## src/design/svap_pkg.sv

```systemverilog
// Shared types and codes for the voice allocator: input and event words,
// command, event and pedal codes, and the controller/datapath interface.
// No dependencies.
package svap_pkg;

  localparam int MAX_VOICES_DEF = 16;
  // voice field is 4 bits, so no more than 16 voices are ever in use
  localparam int VOICE_LIMIT    = 16;
  localparam int VOICE_W        = 4;
  localparam int CNT_W          = 5;

  localparam logic [1:0] CMD_ON    = 2'd0;
  localparam logic [1:0] CMD_OFF   = 2'd1;
  localparam logic [1:0] CMD_PEDAL = 2'd2;
  localparam logic [1:0] CMD_RESET = 2'd3;

  localparam logic [1:0] EV_ON    = 2'd0;
  localparam logic [1:0] EV_OFF   = 2'd1;
  localparam logic [1:0] EV_RESET = 2'd2;

  localparam logic [1:0] PED_NONE = 2'd0;
  localparam logic [1:0] PED_HOLD = 2'd1;
  localparam logic [1:0] PED_SOST = 2'd2;

  typedef struct packed {
    logic [1:0]         cmd;
    logic signed [7:0]  note;
    logic signed [15:0] amp;
    logic               pedal_kind;
    logic               pedal_down;
    logic [15:0]        voice_done_mask;
  } in_word_t;

  typedef struct packed {
    logic [1:0]         event_kind;
    logic [VOICE_W-1:0] voice;
    logic signed [7:0]  out_note;
    logic [14:0]        out_amp;
    logic               last;
  } out_word_t;

  typedef enum logic [2:0] {
    DP_NOP,
    DP_LOAD,
    DP_STEP,
    DP_TAIL,
    DP_FLUSH
  } dp_op_t;

  typedef struct packed {
    dp_op_t op;
  } ctrl_t;

  typedef struct packed {
    logic stop;
    logic is_reset;
  } stat_t;

endpackage

```

## src/design/svap_ctrl.sv

```systemverilog
// Sequencer for the voice allocator: load, voice scan, reset tail, flush.
// Depends on svap_pkg.
module svap_ctrl (
  input  logic            clk,
  input  logic            rst_n,
  input  logic            start,
  input  svap_pkg::stat_t stat,
  output svap_pkg::ctrl_t ctrl,
  output logic            busy
);

  typedef enum logic [1:0] {S_IDLE, S_SCAN, S_TAIL, S_FIN} state_t;

  state_t state_r, state_nxt;
  logic   busy_r, busy_nxt;

  always_comb begin
    state_nxt = state_r;
    ctrl.op   = svap_pkg::DP_NOP;
    case (state_r)
      S_IDLE: begin
        if (start) begin
          ctrl.op   = svap_pkg::DP_LOAD;
          state_nxt = S_SCAN;
        end
      end
      S_SCAN: begin
        ctrl.op = svap_pkg::DP_STEP;
        if (stat.stop) begin
          state_nxt = stat.is_reset ? S_TAIL : S_FIN;
        end
      end
      S_TAIL: begin
        ctrl.op   = svap_pkg::DP_TAIL;
        state_nxt = S_FIN;
      end
      S_FIN: begin
        ctrl.op   = svap_pkg::DP_FLUSH;
        state_nxt = S_IDLE;
      end
      default: begin
        state_nxt = S_IDLE;
      end
    endcase
    busy_nxt = (state_nxt != S_IDLE);
  end

  always_ff @(posedge clk) begin
    if (!rst_n) begin
      state_r <= S_IDLE;
      busy_r  <= 1'b0;
    end else begin
      state_r <= state_nxt;
      busy_r  <= busy_nxt;
    end
  end

  assign busy = busy_r;

`ifndef SYNTH
  a_accept_busy: assert property (@(posedge clk) disable iff (!rst_n)
    (start && !busy) |=> busy)
    else $error("busy not raised after accept");
  a_fin_idle: assert property (@(posedge clk) disable iff (!rst_n)
    (state_r == S_FIN) |=> !busy)
    else $error("still busy after flush");
  a_tail_reset: assert property (@(posedge clk) disable iff (!rst_n)
    (ctrl.op == svap_pkg::DP_TAIL) |-> stat.is_reset)
    else $error("reset tail on a non-reset word");
`endif

endmodule

```

## src/design/svap_dp.sv

```systemverilog
// Voice table, scan index, pending-event and output registers.
// Depends on svap_pkg; driven by svap_ctrl.
module svap_dp #(
  parameter int MAX_VOICES = svap_pkg::MAX_VOICES_DEF
) (
  input  logic                         clk,
  input  logic                         rst_n,
  input  svap_pkg::in_word_t           in_word,
  input  logic                         cfg_we,
  input  logic [svap_pkg::CNT_W-1:0]   cfg_wdata,
  input  svap_pkg::ctrl_t              ctrl,
  output svap_pkg::stat_t              stat,
  output logic                         out_strobe,
  output svap_pkg::out_word_t          out_word
);

  localparam int NV = (MAX_VOICES > svap_pkg::VOICE_LIMIT) ? svap_pkg::VOICE_LIMIT
                                                            : MAX_VOICES;
  localparam int IW = (NV > 1) ? $clog2(NV) : 1;
  localparam int NW = $clog2(NV + 1);

  // voice table; stored amplitudes are never negative, so 15 bits
  logic [14:0]        v_amp_r  [NV];
  logic signed [7:0]  v_note_r [NV];
  logic [1:0]         v_ped_r  [NV];
  logic               hold_r;
  logic [NW-1:0]      n_r;

  // latched input word
  logic [1:0]         cmd_r;
  logic signed [7:0]  note_r;
  logic [14:0]        amp_r;
  logic               amp_ok_r;
  logic [1:0]         kind_r;
  logic               down_r;
  logic [NV-1:0]      done_r;
  logic [IW-1:0]      idx_r;

  svap_pkg::out_word_t pend_r, out_r;
  logic                pend_v_r, out_strobe_r;

  logic [14:0]         cur_amp, a_nxt;
  logic signed [7:0]   cur_note, nt_nxt;
  logic [1:0]          cur_ped, p_nxt, ev_kind;
  logic                cur_done, in_range, ev_v, hit;
  logic                push_v;
  svap_pkg::out_word_t push_word, flush_word;
  logic [NW-1:0]       sat;

  assign cur_amp  = v_amp_r[idx_r];
  assign cur_note = v_note_r[idx_r];
  assign cur_ped  = v_ped_r[idx_r];
  assign cur_done = done_r[idx_r];
  assign in_range = NW'(idx_r) < n_r;

  always_comb begin
    a_nxt   = cur_amp;
    nt_nxt  = cur_note;
    p_nxt   = cur_ped;
    ev_v    = 1'b0;
    ev_kind = svap_pkg::EV_OFF;
    hit     = 1'b0;
    if (in_range) begin
      case (cmd_r)
        svap_pkg::CMD_ON: begin
          if (amp_ok_r && cur_amp == '0 && cur_ped == svap_pkg::PED_NONE && cur_done) begin
            nt_nxt  = note_r;
            a_nxt   = amp_r;
            p_nxt   = hold_r ? svap_pkg::PED_HOLD : svap_pkg::PED_NONE;
            ev_v    = 1'b1;
            ev_kind = svap_pkg::EV_ON;
            hit     = 1'b1;
          end
        end
        svap_pkg::CMD_OFF: begin
          if (cur_note == note_r && cur_amp != '0) begin
            a_nxt = '0;
            ev_v  = (cur_ped == svap_pkg::PED_NONE);
          end
        end
        svap_pkg::CMD_PEDAL: begin
          if (down_r) begin
            if (cur_amp != '0 || cur_ped == svap_pkg::PED_SOST) begin
              p_nxt = kind_r;
            end
          end else if (cur_ped == kind_r) begin
            p_nxt = svap_pkg::PED_NONE;
            ev_v  = (cur_amp == '0);
          end
        end
        default: begin
          if (cur_amp != '0) begin
            a_nxt = '0;
            p_nxt = svap_pkg::PED_NONE;
            ev_v  = 1'b1;
          end
        end
      endcase
    end
  end

  always_comb begin
    push_v    = 1'b0;
    push_word = '0;
    if (ctrl.op == svap_pkg::DP_STEP) begin
      push_v               = ev_v;
      push_word.event_kind = ev_kind;
      push_word.voice      = svap_pkg::VOICE_W'(idx_r);
      if (ev_kind == svap_pkg::EV_ON) begin
        push_word.out_note = note_r;
        push_word.out_amp  = amp_r;
      end
    end else if (ctrl.op == svap_pkg::DP_TAIL) begin
      push_v               = 1'b1;
      push_word.event_kind = svap_pkg::EV_RESET;
    end
    flush_word      = pend_r;
    flush_word.last = 1'b1;
  end

  assign sat = (cfg_wdata > svap_pkg::CNT_W'(NV)) ? NW'(NV) : cfg_wdata[NW-1:0];

  assign stat.stop     = ((NW'(idx_r) + NW'(1)) >= n_r) || hit;
  assign stat.is_reset = (cmd_r == svap_pkg::CMD_RESET);

  always_ff @(posedge clk) begin
    if (!rst_n) begin
      for (int v = 0; v < NV; v++) begin
        v_amp_r[v]  <= '0;
        v_note_r[v] <= '0;
        v_ped_r[v]  <= svap_pkg::PED_NONE;
      end
      hold_r       <= 1'b0;
      n_r          <= NW'(NV);
      pend_v_r     <= 1'b0;
      out_strobe_r <= 1'b0;
    end else begin
      // the held word goes out when a new one pushes it or on flush
      out_strobe_r <= (push_v || ctrl.op == svap_pkg::DP_FLUSH) && pend_v_r;
      case (ctrl.op)
        svap_pkg::DP_LOAD: begin
          pend_v_r <= 1'b0;
          // only the hold flag is ever read back
          if (in_word.cmd == svap_pkg::CMD_PEDAL && !in_word.pedal_kind) begin
            hold_r <= in_word.pedal_down;
          end
        end
        svap_pkg::DP_STEP: begin
          if (in_range) begin
            v_amp_r[idx_r]  <= a_nxt;
            v_note_r[idx_r] <= nt_nxt;
            v_ped_r[idx_r]  <= p_nxt;
          end
        end
        svap_pkg::DP_FLUSH: begin
          pend_v_r <= 1'b0;
        end
        default: begin
        end
      endcase
      // a new event pushes the held one out; it is not last
      if (push_v) begin
        pend_v_r <= 1'b1;
      end
      if (cfg_we) begin
        n_r <= sat;
        for (int v = 0; v < NV; v++) begin
          if (NW'(v) >= sat) begin
            v_amp_r[v]  <= '0;
            v_note_r[v] <= '0;
            v_ped_r[v]  <= svap_pkg::PED_NONE;
          end
        end
      end
    end
  end

  always_ff @(posedge clk) begin
    if (ctrl.op == svap_pkg::DP_LOAD) begin
      cmd_r    <= in_word.cmd;
      note_r   <= in_word.note;
      amp_r    <= in_word.amp[14:0];
      amp_ok_r <= !in_word.amp[15] && (in_word.amp != '0);
      kind_r   <= in_word.pedal_kind ? svap_pkg::PED_SOST : svap_pkg::PED_HOLD;
      down_r   <= in_word.pedal_down;
      done_r   <= in_word.voice_done_mask[NV-1:0];
      idx_r    <= '0;
    end else if (ctrl.op == svap_pkg::DP_STEP) begin
      idx_r <= idx_r + IW'(1);
    end
    if (push_v) begin
      out_r  <= pend_r;
      pend_r <= push_word;
    end else if (ctrl.op == svap_pkg::DP_FLUSH) begin
      out_r <= flush_word;
    end
  end

  assign out_strobe = out_strobe_r;
  assign out_word   = out_r;

`ifndef SYNTH
  a_last_drains: assert property (@(posedge clk) disable iff (!rst_n)
    (out_strobe_r && out_r.last) |-> !pend_v_r)
    else $error("event held after last word");
  a_kind_ok: assert property (@(posedge clk) disable iff (!rst_n)
    out_strobe_r |-> (out_r.event_kind == svap_pkg::EV_ON ||
                      out_r.event_kind == svap_pkg::EV_OFF ||
                      out_r.event_kind == svap_pkg::EV_RESET))
    else $error("bad event kind");
  a_reset_last: assert property (@(posedge clk) disable iff (!rst_n)
    (out_strobe_r && out_r.event_kind == svap_pkg::EV_RESET) |-> out_r.last)
    else $error("generator reset not last");
  a_load_quiet: assert property (@(posedge clk) disable iff (!rst_n)
    (ctrl.op == svap_pkg::DP_LOAD) |=> !out_strobe_r)
    else $error("event word right after load");
`endif

endmodule

```

## src/design/synth_voice_allocator_with_pedals_top.sv

```systemverilog
// Top level of the polyphonic voice allocator with hold and sostenuto pedals.
// Depends on svap_pkg, svap_ctrl, svap_dp.
//
//  channel | ports                   | handshake
//  --------+-------------------------+------------------------------------
//  input   | start, busy, in_word    | taken when start && !busy
//  result  | out_strobe, out_word    | one-cycle strobe, cannot be held off
//  config  | cfg_we, cfg_wdata       | voice count written when cfg_we
//
// A word keeps busy high from the accepting edge through a scan of n voices
// (n being the voices in use but at least one), the tail for reset all and
// the flush, one voice per cycle. Note on stops at the voice it takes.
// Each event word is held until the next one is found or the flush cycle and
// goes out the cycle after; the flushed one carries last.
// Synchronous reset clears the table and pedal state and sets the voice
// count to its maximum. The result side has no stall.
module synth_voice_allocator_with_pedals_top #(
  parameter int MAX_VOICES = svap_pkg::MAX_VOICES_DEF
) (
  input  logic                       clk,
  input  logic                       rst_n,
  input  logic                       start,
  output logic                       busy,
  input  svap_pkg::in_word_t         in_word,
  output logic                       out_strobe,
  output svap_pkg::out_word_t        out_word,
  input  logic                       cfg_we,
  input  logic [svap_pkg::CNT_W-1:0] cfg_wdata
);

  svap_pkg::ctrl_t ctrl;
  svap_pkg::stat_t stat;

  svap_ctrl u_ctrl (
    .clk   (clk),
    .rst_n (rst_n),
    .start (start),
    .stat  (stat),
    .ctrl  (ctrl),
    .busy  (busy)
  );

  svap_dp #(
    .MAX_VOICES (MAX_VOICES)
  ) u_dp (
    .clk        (clk),
    .rst_n      (rst_n),
    .in_word    (in_word),
    .cfg_we     (cfg_we),
    .cfg_wdata  (cfg_wdata),
    .ctrl       (ctrl),
    .stat       (stat),
    .out_strobe (out_strobe),
    .out_word   (out_word)
  );

endmodule
```

## config.mk

```make
export PLATFORM = sky130hd
export DESIGN_NAME = synth_voice_allocator_with_pedals_top
export DESIGN_NICKNAME = d
export VERILOG_FILES = /design/src/design/svap_pkg.sv /design/src/design/svap_ctrl.sv /design/src/design/svap_dp.sv /design/src/design/synth_voice_allocator_with_pedals_top.sv
export SDC_FILE = /design/constraint.sdc
export NUM_CORES = 1
export LEC_CHECK = 0
export BUFFER_PORTS_ARGS = -buffer_cell sky130_fd_sc_hd__buf_4
export CELL_PAD_IN_SITES_DETAIL_PLACEMENT = 1
export CELL_PAD_IN_SITES_GLOBAL_PLACEMENT = 2
export CORE_ASPECT_RATIO = 1.25
export CORE_MARGIN = 4
export CORE_UTILIZATION = 41
export DETAILED_ROUTE_END_ITERATION = 8
export PLACE_DENSITY_LB_ADDON = 0.12
export SLEW_MARGIN = 40
export SYNTH_ARGS = -nofsm -noshare
export SYNTH_HDL_FRONTEND = slang
export SYNTH_SLANG_ARGS = --single-unit
```

## constraint.sdc

```tcl
create_clock -name clk -period 5.41 [get_ports clk]
set_clock_uncertainty 0.05 [all_clocks]
set_input_delay 0 -clock clk [delete_from_list [all_inputs] [get_ports clk]]
set_output_delay 0 -clock clk [all_outputs]
set_load 0.02 [all_outputs]
```

==> qor.yml, run 1 <==
cts_hold_buffers: 53
max_stage_delay_ns: 0.64
ys_top_cells_by_count: "504 x edfxtp_1, 440 x nor2_1, 91 x mux4_2, 65 x clkbuf_1, 50 x nand2_1"
syn_inst: 1594
design.die.area_sq_um: 59900
vdd_ir_drop_max_uv: 257
cts_made_buffers: 53
grt.busiest_layer: "met2"
grt_max_degree: 53
dp.final_hpwl_microns: 41700
ys_types: 65
place_ws_ns: 0.393
final_max_slew_viol_count: 0
finalSetupViolCount: 0
cp_top_family: "simple AND/OR/NAND/NOR gates"
routed_wl_microns: 72600
synthArstFlopShare: 0
setup_tns_ns: 0
arrival_ns: 5.30
path_buf_inv: 2
maxCapViolCount: 0
via_count: 14235
place_congestion: 0.787
grt_util_met2: 0.427
fin_nets: 1796
viasPerCell: 5.69
netlist_area_sq_um: 23000
grt_overflow: 0
ant_nets: 0
worstPathMaxFanout: 21
slowest_stage: "dfxtp_4"
core_area_sq_um: 55100
yosys-top-cells-area: "edfxtp_1 66%, mux4_2 8.9%, nor2_1 7.2%"
core.rowCount: 96
antenna_found_initial: 1
cp-end-kind: "flip-flop"
grt_pass1_vias: 14945
fin_crit_sh: 0.923
rsz0062_at_grt: "no"
yosysWarnings: 0
area_delta_synth_final_pct: 16.7
synthMostInstantiatedCell: "edfxtp_1"
synth.avg_cell_area_sq_um: 14.4
first_iter_violations: 1448
finalHoldViolCount: 0
clockBufferDepth: 3
final_util: 0.486
relSlewSlack: 0.479
port_buffers: 84
crit_chain: "buf_12 -> mux4_2 -> a22o_1 -> a221oi_2 -> nand2_1 -> nor4_1 -> nand3_1 -> nor4b_4 -> buf_4 -> nor2_1 -> a21oi_4 -> nor2_1"
finalCriticalPeriod_ns: 4.99
insertion_delay_ns: 0.62
cts-htree-levels: 2
worst_pin_slew_ns: 0.781
crit_required_ns: 5.71
seq_area_frac_synth: 0.675
use_met1: 0.318
outcome: "finished clean"
initial_core_util: 0.417
cp-start-kind: "flip-flop"
firstDrtPassIters: 5
grt_use_met3: 0.0350
power.static_leakage_nw: 9.47
syn_nets: 1664
critical_path_class: "reg -> reg"
hold_class: "in -> reg"
power_per_cell_area_nw_per_um2: 442
clkTransAtPathRegs_ns: 0.07
grt_pass1_wl_microns: 105000
synth_top_area_share: 0.659
power_w: 0.0118
postCtsSetupBuffers: 0
cts_sinks: 523
post-synth-top-area-cell: "edfxtp_1"
root_buffer: "clkbuf_16"
crit_path_frequent_cell: "nor2_1"
synth_enable_flop_cells: 504
drc: 0
chipWidth_microns: 220
synth-seq-cells: 523
die_y_microns: 273
io_pins: 85
wl_per_cell_microns: 29.0
track_usage: 0.244
synth_flop_cell: "edfxtp_1"
post_route_cells_drive_above_1_share: 0.209
max_freq_mhz: 200
layout_setup_ws_ns: 0.417
cts_resized: 0
fin_hold_ws_ns: 0.0573
cts_tree: "yes"
reg2reg_slack_ns: 0.42
cell families (layout without fill, tap and decap cells):
logic type,after synthesis,after routing,share of synthesized area
and+or+nand+nor,607,607,0.111
buffers and inverters,152,324,0.0318
other,0,1,0
adders and majority gates,17,17,0.00926
xor gates and xnor gates,18,18,0.00686
DFF,523,523,0.675
muxes,145,145,0.113
AOI/OAI and AO/OA,132,132,0.0520
state kept, by name, summed over array words and instances, names as in the netlist, named ones only:
signal,count
u_dp.out_word,30
u_dp.amp_ok_r,1
u_dp.n_r,5
u_dp.done_r,16
u_dp.v_amp_r,240
u_dp.v_ped_r,32
u_ctrl.state_r,2
u_dp.down_r,1
u_dp.pend_v_r,1
u_dp.hold_r,1
u_dp.idx_r,4
u_dp.v_note_r,128
u_dp.cmd_r,2
u_dp.amp_r,15
u_ctrl.busy,1
u_dp.out_strobe,1
u_dp.note_r,8
u_dp.kind_r,2
u_dp.flush_word,29
per-layer routing:
layer | wire [microns] | vias up | part of all wire
li1 | - | 6132 | -
met1 | 28900 | 7550 | 0.40
met3 | 4090 | 120 | 0.056
met2 | 37500 | 433 | 0.52
met4 | 2090 | 0 | 0.029
met5 | 0 | - | 0
area by class of cell:
type,count,area [sq um]
antenna,1,2.50
timing repair buffer,203,1750
clock buffer,63,1400
sequential,523,15500
clock inverter,32,357
fill,5366,28300
inverter,26,97.6
tap,735,920
multi-input combinational,919,6760
where the power goes:
part           switching [W]  internal (W)  leakage, nW
Combinational        0.00182       0.00111         3.26
Sequential          0.000294       0.00485         5.34
Clock                0.00159       0.00217        0.870
per-stage QoR:
stage	instance area (sq um)	std cells
final	26800	2502
after global routing	26800	2502
after CTS	26800	2501
after detailed placement	24500	2353
after global placement	24500	2351
after floorplan	23000	1594
placed cells by master, fill, tap and decap left out, drive strengths merged, types with 20 or more instances in the layout:
cell type    count
a22oi           24
mux4            91
clkbuf          63
buf            150
mux2i           45
edfxtp         504
clkinv          24
nand3           25
nor2           440
dlygate4sd3     53
nand2           50
a22o            24
and3            26
inv             26
a21oi           20
worst paths after layout:
check	end	cells past startpoint	startpoint
setup reg to reg	u_dp.v_note_r[0][1]$_SDFFCE_PN0P_	12	flip-flop
hold / removal	u_dp.amp_r[12]$_DFFE_PP_	2	in_word[30]
hold reg to reg	u_dp.out_word[9]$_DFFE_PN_	0	u_dp.flush_word[9]$_SDFFCE_PN0P_
setup / recovery	u_dp.v_note_r[0][1]$_SDFFCE_PN0P_	12	flip-flop
Power figures use the tool's default switching activity.
==> inputs of run 2 (changes only) <==
GPL_TIMING_DRIVEN = 0   (was default)
==> run 2 against run 1 <==
- power grew 1.6%
- non-clock buffer count grew 104
- clock power decreased by 4%
- critical path type unchanged
- largest cell class unchanged
- largest power group unchanged
==> qor.yml, run 2 (synthesized netlist as in run 1, its figures left out) <==
cts-htree-levels: 2
finalSetupViolCount: 0
fin_nets: 1901
grt_pass1_wl_microns: 110000
worstPathMaxFanout: 34
layout_commonest_cell: "edfxtp_1"
switching_share: 0.328
wl_per_cell_microns: 29.3
grt_max_degree: 34
drc: 0
routed_wl_microns: 76600
viasPerCell: 5.64
root_buffer: "clkbuf_16"
fin_hold_ws_ns: 0.0590
final_util: 0.496
ant_nets: 0
worst_pin_slew_ns: 0.856
power_w: 0.0120
reg_top3: "u_dp.v_amp_r (240), u_dp.v_note_r (128), u_dp.v_ped_r (32)"
vdd_ir_drop_max_uv: 241
first_iter_violations: 1544
final_max_slew_viol_count: 0
p_comb_frac: 0.284
largest_register_ffs: 240
layout_setup_ws_ns: 0.289
insertion_delay_ns: 0.62
regMostFlops: "u_dp.v_amp_r"
setup_tns_ns: 0
maxCapViolCount: 0
post_route_cells_drive_above_1_share: 0.227
p_clk_frac: 0.300
finalHoldViolCount: 0
track_usage: 0.256
cts_sinks: 523
initial_core_util: 0.417
cp-end-kind: "flip-flop"
place_ws_ns: -0.470
relSlewSlack: 0.427
num-fill-cells: 5405
chipWidth_microns: 220
cts_made_buffers: 53
grt_overflow: 0
firstDrtPassIters: 5
crit_required_ns: 5.64
layout_common_cells: "504 x edfxtp_1, 440 x nor2_1, 108 x buf_4, 91 x mux4_2, 61 x clkbuf_1"
die_y_microns: 273
core_area_sq_um: 55100
grt_pass1_vias: 15545
max_freq_mhz: 195
design.die.area_sq_um: 59900
fin_crit_sh: 0.947
finalCriticalPeriod_ns: 5.12
via_count: 14709
hold_class: "in -> reg"
io_pins: 85
outcome: "finished clean"
area_delta_synth_final_pct: 19.1
antenna_found_initial: 1
power.switching_w: 0.00395
dp.final_hpwl_microns: 52500
clockBufferDepth: 3
p_int_w: 0.00809
place_congestion: 0.838
rsz0062_at_grt: "no"
seqPwrFrac: 0.416
power.static_leakage_nw: 9.74
clkTransAtPathRegs_ns: 0.07
arrival_ns: 5.35
cp-start-kind: "flip-flop"
core.rowCount: 96
critical_path_class: "reg -> reg"
cts_tree: "yes"
power_per_cell_area_nw_per_um2: 440
port_buffers: 81
==> run 2: critical path, stage by stage (launching register included) <==
cell and delay (ns):
dfxtp_1 0.51, buf_6 0.24, buf_4 0.31, buf_2 0.44, mux4_2 0.38, a22o_1 0.26, a221oi_2 0.34, inv_1 0.15
nor3_1 0.24, nand3_1 0.24, buf_2 0.27, o21ba_2 0.23, o22ai_1 0.20, a21o_4 0.44, or2_2 0.43
==> run 2: path summary, 6_finish.rpt <==
kind	start	to	slack, ns	cells after the start
max	flip-flop	u_dp.out_word[13]$_DFFE_PN_	0.29	14
min	in_word[29]	u_dp.amp_r[11]$_DFFE_PP_	0.06	2
max reg2reg	flip-flop	u_dp.out_word[13]$_DFFE_PN_	0.29	14
min reg2reg	u_dp.flush_word[27]$_SDFFCE_PN0P_	u_dp.out_word[27]$_DFFE_PN_	0.37	0
==> run 2: repair_timing <==
| action | in CTS | in global routing |
|---|---|---|
| hold buffers | 54 | 0 |
| buffers inserted | 0 | 0 |
| gates resized for setup | 4 | 9 |
| cloned | 0 | 1 |
| endpoints found under the setup margin | 55 | 105 |
| endpoints found under the hold margin | 61 | 0 |
| pin swaps | 0 | 1 |
==> run 2: power by group through the flow <==
stage	Sequential, W	Clock, W	Combinational [W]
after floorplan	0.00507	0	0.00210
after global placement	0.00510	0	0.00325
after detailed placement	0.00508	0	0.00337
after CTS	0.00500	0.00368	0.00341
after global routing	0.00503	0.00385	0.00364
final	0.00501	0.00361	0.00341
==> run 2: final cells by class <==
| cell class | instances | area (sq um) | share of cell area |
|---|---|---|---|
| well taps | 735 | 920 | 0.0336 |
| diodes | 1 | 2.50 | 0.0000915 |
| clock inverters | 29 | 267 | 0.00974 |
| repair buffers | 183 | 1580 | 0.0578 |
| plain buffers | 124 | 649 | 0.0237 |
| multi-input cells | 920 | 6920 | 0.253 |
| clock buffers | 69 | 1410 | 0.0514 |
| inverters | 26 | 97.6 | 0.00357 |
| flip-flops and latches | 523 | 15500 | 0.567 |
==> run 2: layer usage <==
metal	vias to the layer above	routed length [microns]	track usage
met5	-	0	0
met4	0	2190	0.0716
met3	130	4770	0.0367
met2	508	38800	0.446
met1	7708	30800	0.337
li1	6363	-	-
==> run 2: stage by stage <==
stage,instances,instance area [sq um]
finish,2610,27400
global route,2609,27400
CTS,2607,27300
detailed placement,2457,25100
global placement,2410,24500
floorplan,1594,23000
==> inputs of run 3 (changes only) <==
BUFFER_PORTS_ARGS = default   (was -buffer_cell sky130_fd_sc_hd__buf_4)
DONT_BUFFER_PORTS = 1   (was default)
SKIP_CTS_REPAIR_TIMING = 1   (was default)
==> run 3 against run 2 <==
- first-iteration DRC count up 15%
- sequential power increased by 1%
- critical path depth grew 1
- fmax is 1.2% lower
- highest routed layer unchanged
- cell area shrank 1.2%
- largest power group unchanged
- routed wire length increased by 1.4%
- global-route usage fell by 0.27 points
- via count is 0.46% lower
- hold slack lost 0.038 ns
==> qor.yml, run 3 (synthesized netlist as in run 1, its figures left out) <==
core_area_sq_um: 55100
num-fill-cells: 5462
antenna_found_initial: 2
grt_pass1_wl_microns: 108000
layout_commonest_cell: "edfxtp_1"
worst_pin_slew_ns: 0.928
drc: 0
fin_crit_sh: 0.959
p_clk_frac: 0.296
seqPwrFrac: 0.424
dp.final_hpwl_microns: 52300
design.die.area_sq_um: 59900
finalHoldViolCount: 0
via_count: 14642
p_comb_frac: 0.281
switching_share: 0.334
placedCellCount: 2376
first_iter_violations: 1782
cts_sinks: 523
power_w: 0.0119
wl_per_cell_microns: 30.3
crit_chain: "buf_6 -> buf_4 -> buf_4 -> nor2_1 -> a22o_1 -> nor2_1 -> nand4_1 -> nor4_1 -> nand3_1 -> nor4b_2 -> buf_4 -> buf_6 -> mux2i_2 -> buf_2 -> nor2_1"
viasPerCell: 5.72
power.switching_w: 0.00399
relSlewSlack: 0.382
root_buffer: "clkbuf_16"
max_freq_mhz: 193
firstDrtPassIters: 5
maxCapViolCount: 0
grt_max_degree: 34
routed_wl_microns: 77700
max_stage_delay_ns: 0.50
vdd_ir_drop_max_uv: 268
reg2reg_slack_ns: 0.22
hold_class: "in -> reg"
grt_pass1_vias: 14932
cp-start-kind: "flip-flop"
cts_tree: "yes"
largest_register_ffs: 240
track_usage: 0.254
chipWidth_microns: 220
ant_nets: 0
p_int_w: 0.00794
worstPathMaxFanout: 10
slowest_stage: "dfxtp_1"
layout_common_cells: "504 x edfxtp_1, 440 x nor2_1, 91 x mux4_2, 88 x dlygate4sd3_1, 63 x clkbuf_1"
port_buffers: 0
post_route_cells_drive_above_1_share: 0.187
initial_core_util: 0.417
clockBufferDepth: 3
fin_hold_ws_ns: 0.0206
outcome: "finished clean"
power_per_cell_area_nw_per_um2: 441
grt_overflow: 0
reg_top3: "u_dp.v_amp_r (240), u_dp.v_note_r (128), u_dp.v_ped_r (32)"
critical_path_class: "reg -> reg"
arrival_ns: 5.48
io_pins: 85
core.rowCount: 96
die_y_microns: 273
final_util: 0.490
finalCriticalPeriod_ns: 5.19
final_max_slew_viol_count: 0
clkTransAtPathRegs_ns: 0.06
final_cells: 2562
power.static_leakage_nw: 9.46
cts_made_buffers: 54
cts-htree-levels: 2
cp-end-kind: "flip-flop"
finalSetupViolCount: 0
area_delta_synth_final_pct: 17.7
regMostFlops: "u_dp.v_amp_r"
crit_required_ns: 5.70
place_congestion: 0.812
insertion_delay_ns: 0.63
fin_nets: 1854
-- run 3: cell types whose count changed in the layout (fill, tap and decap cells not counted), sizes merged --
cell / before / now
buf: 187 / 106
dlygate4sd3: 54 / 88
inv: 27 / 28
or2: 3 / 2
clkinv: 22 / 20
clkbuf: 135 / 138
diode: 1 / 2
bufinv: 4 / 1
-- run 3: metal layers --
layer	share of wire	vias up	global-route usage
met5	0	-	0
met2	0.50	522	0.436
li1	-	6257	-
met3	0.061	122	0.0321
met4	0.028	0	0.0628
met1	0.41	7741	0.344
-- run 3: final timing paths --
kind                                                       start                                  to  depth (start not counted)
worst min-delay path                                 in_word[30]            u_dp.amp_r[12]$_DFFE_PP_                          1
worst min register to register  u_dp.flush_word[3]$_SDFFCE_PN0P_          u_dp.out_word[3]$_DFFE_PN_                          0
worst max register to register                         flip-flop  u_dp.v_note_r[10][2]$_SDFFCE_PN0P_                         15
worst max-delay path                                   flip-flop  u_dp.v_note_r[10][2]$_SDFFCE_PN0P_                         15
-- run 3: through the flow --
stage	TNS, ns	cell area, sq um	worst slack, ns
floorplan	0	23000	0.395
global placement	-347.49	23900	-3.06
detailed placement	-17.35	24500	-0.474
CTS	-18.57	26100	-0.502
global route	-0.0290	27000	-0.0188
finish	0	27000	0.224
-- run 3: critical path, delay by kind of cell, from the launching register on --
| kind | cells | cell delay, ns |
|---|---|---|
| DFF | 1 | 0.50 |
| and+or+nand+nor | 7 | 1.65 |
| muxes | 1 | 0.49 |
| buffers and inverters | 6 | 1.87 |
| AOI/OAI and AO/OA | 1 | 0.31 |
-- run 3: cell type report --
| class | instances | area (sq um) | area share |
|---|---|---|---|
| sequential | 523 | 15500 | 0.574 |
| clock buffer | 72 | 1440 | 0.0533 |
| inverter | 26 | 97.6 | 0.00361 |
| tap | 735 | 920 | 0.0340 |
| timing repair buffer | 135 | 1310 | 0.0486 |
| multi-input combinational | 919 | 6920 | 0.256 |
| clock inverter | 25 | 169 | 0.00625 |
| antenna | 2 | 5.00 | 0.000185 |
| buffer | 125 | 661 | 0.0244 |
-- run 3: power by group through the flow --
stage / sequential [W] / clock (W) / combinational, W
detailed placement: 0.00513 / 0 / 0.00326
global placement: 0.00515 / 0 / 0.00313
CTS: 0.00505 / 0.00357 / 0.00326
floorplan: 0.00507 / 0 / 0.00210
finish: 0.00506 / 0.00353 / 0.00335
global route: 0.00509 / 0.00375 / 0.00358
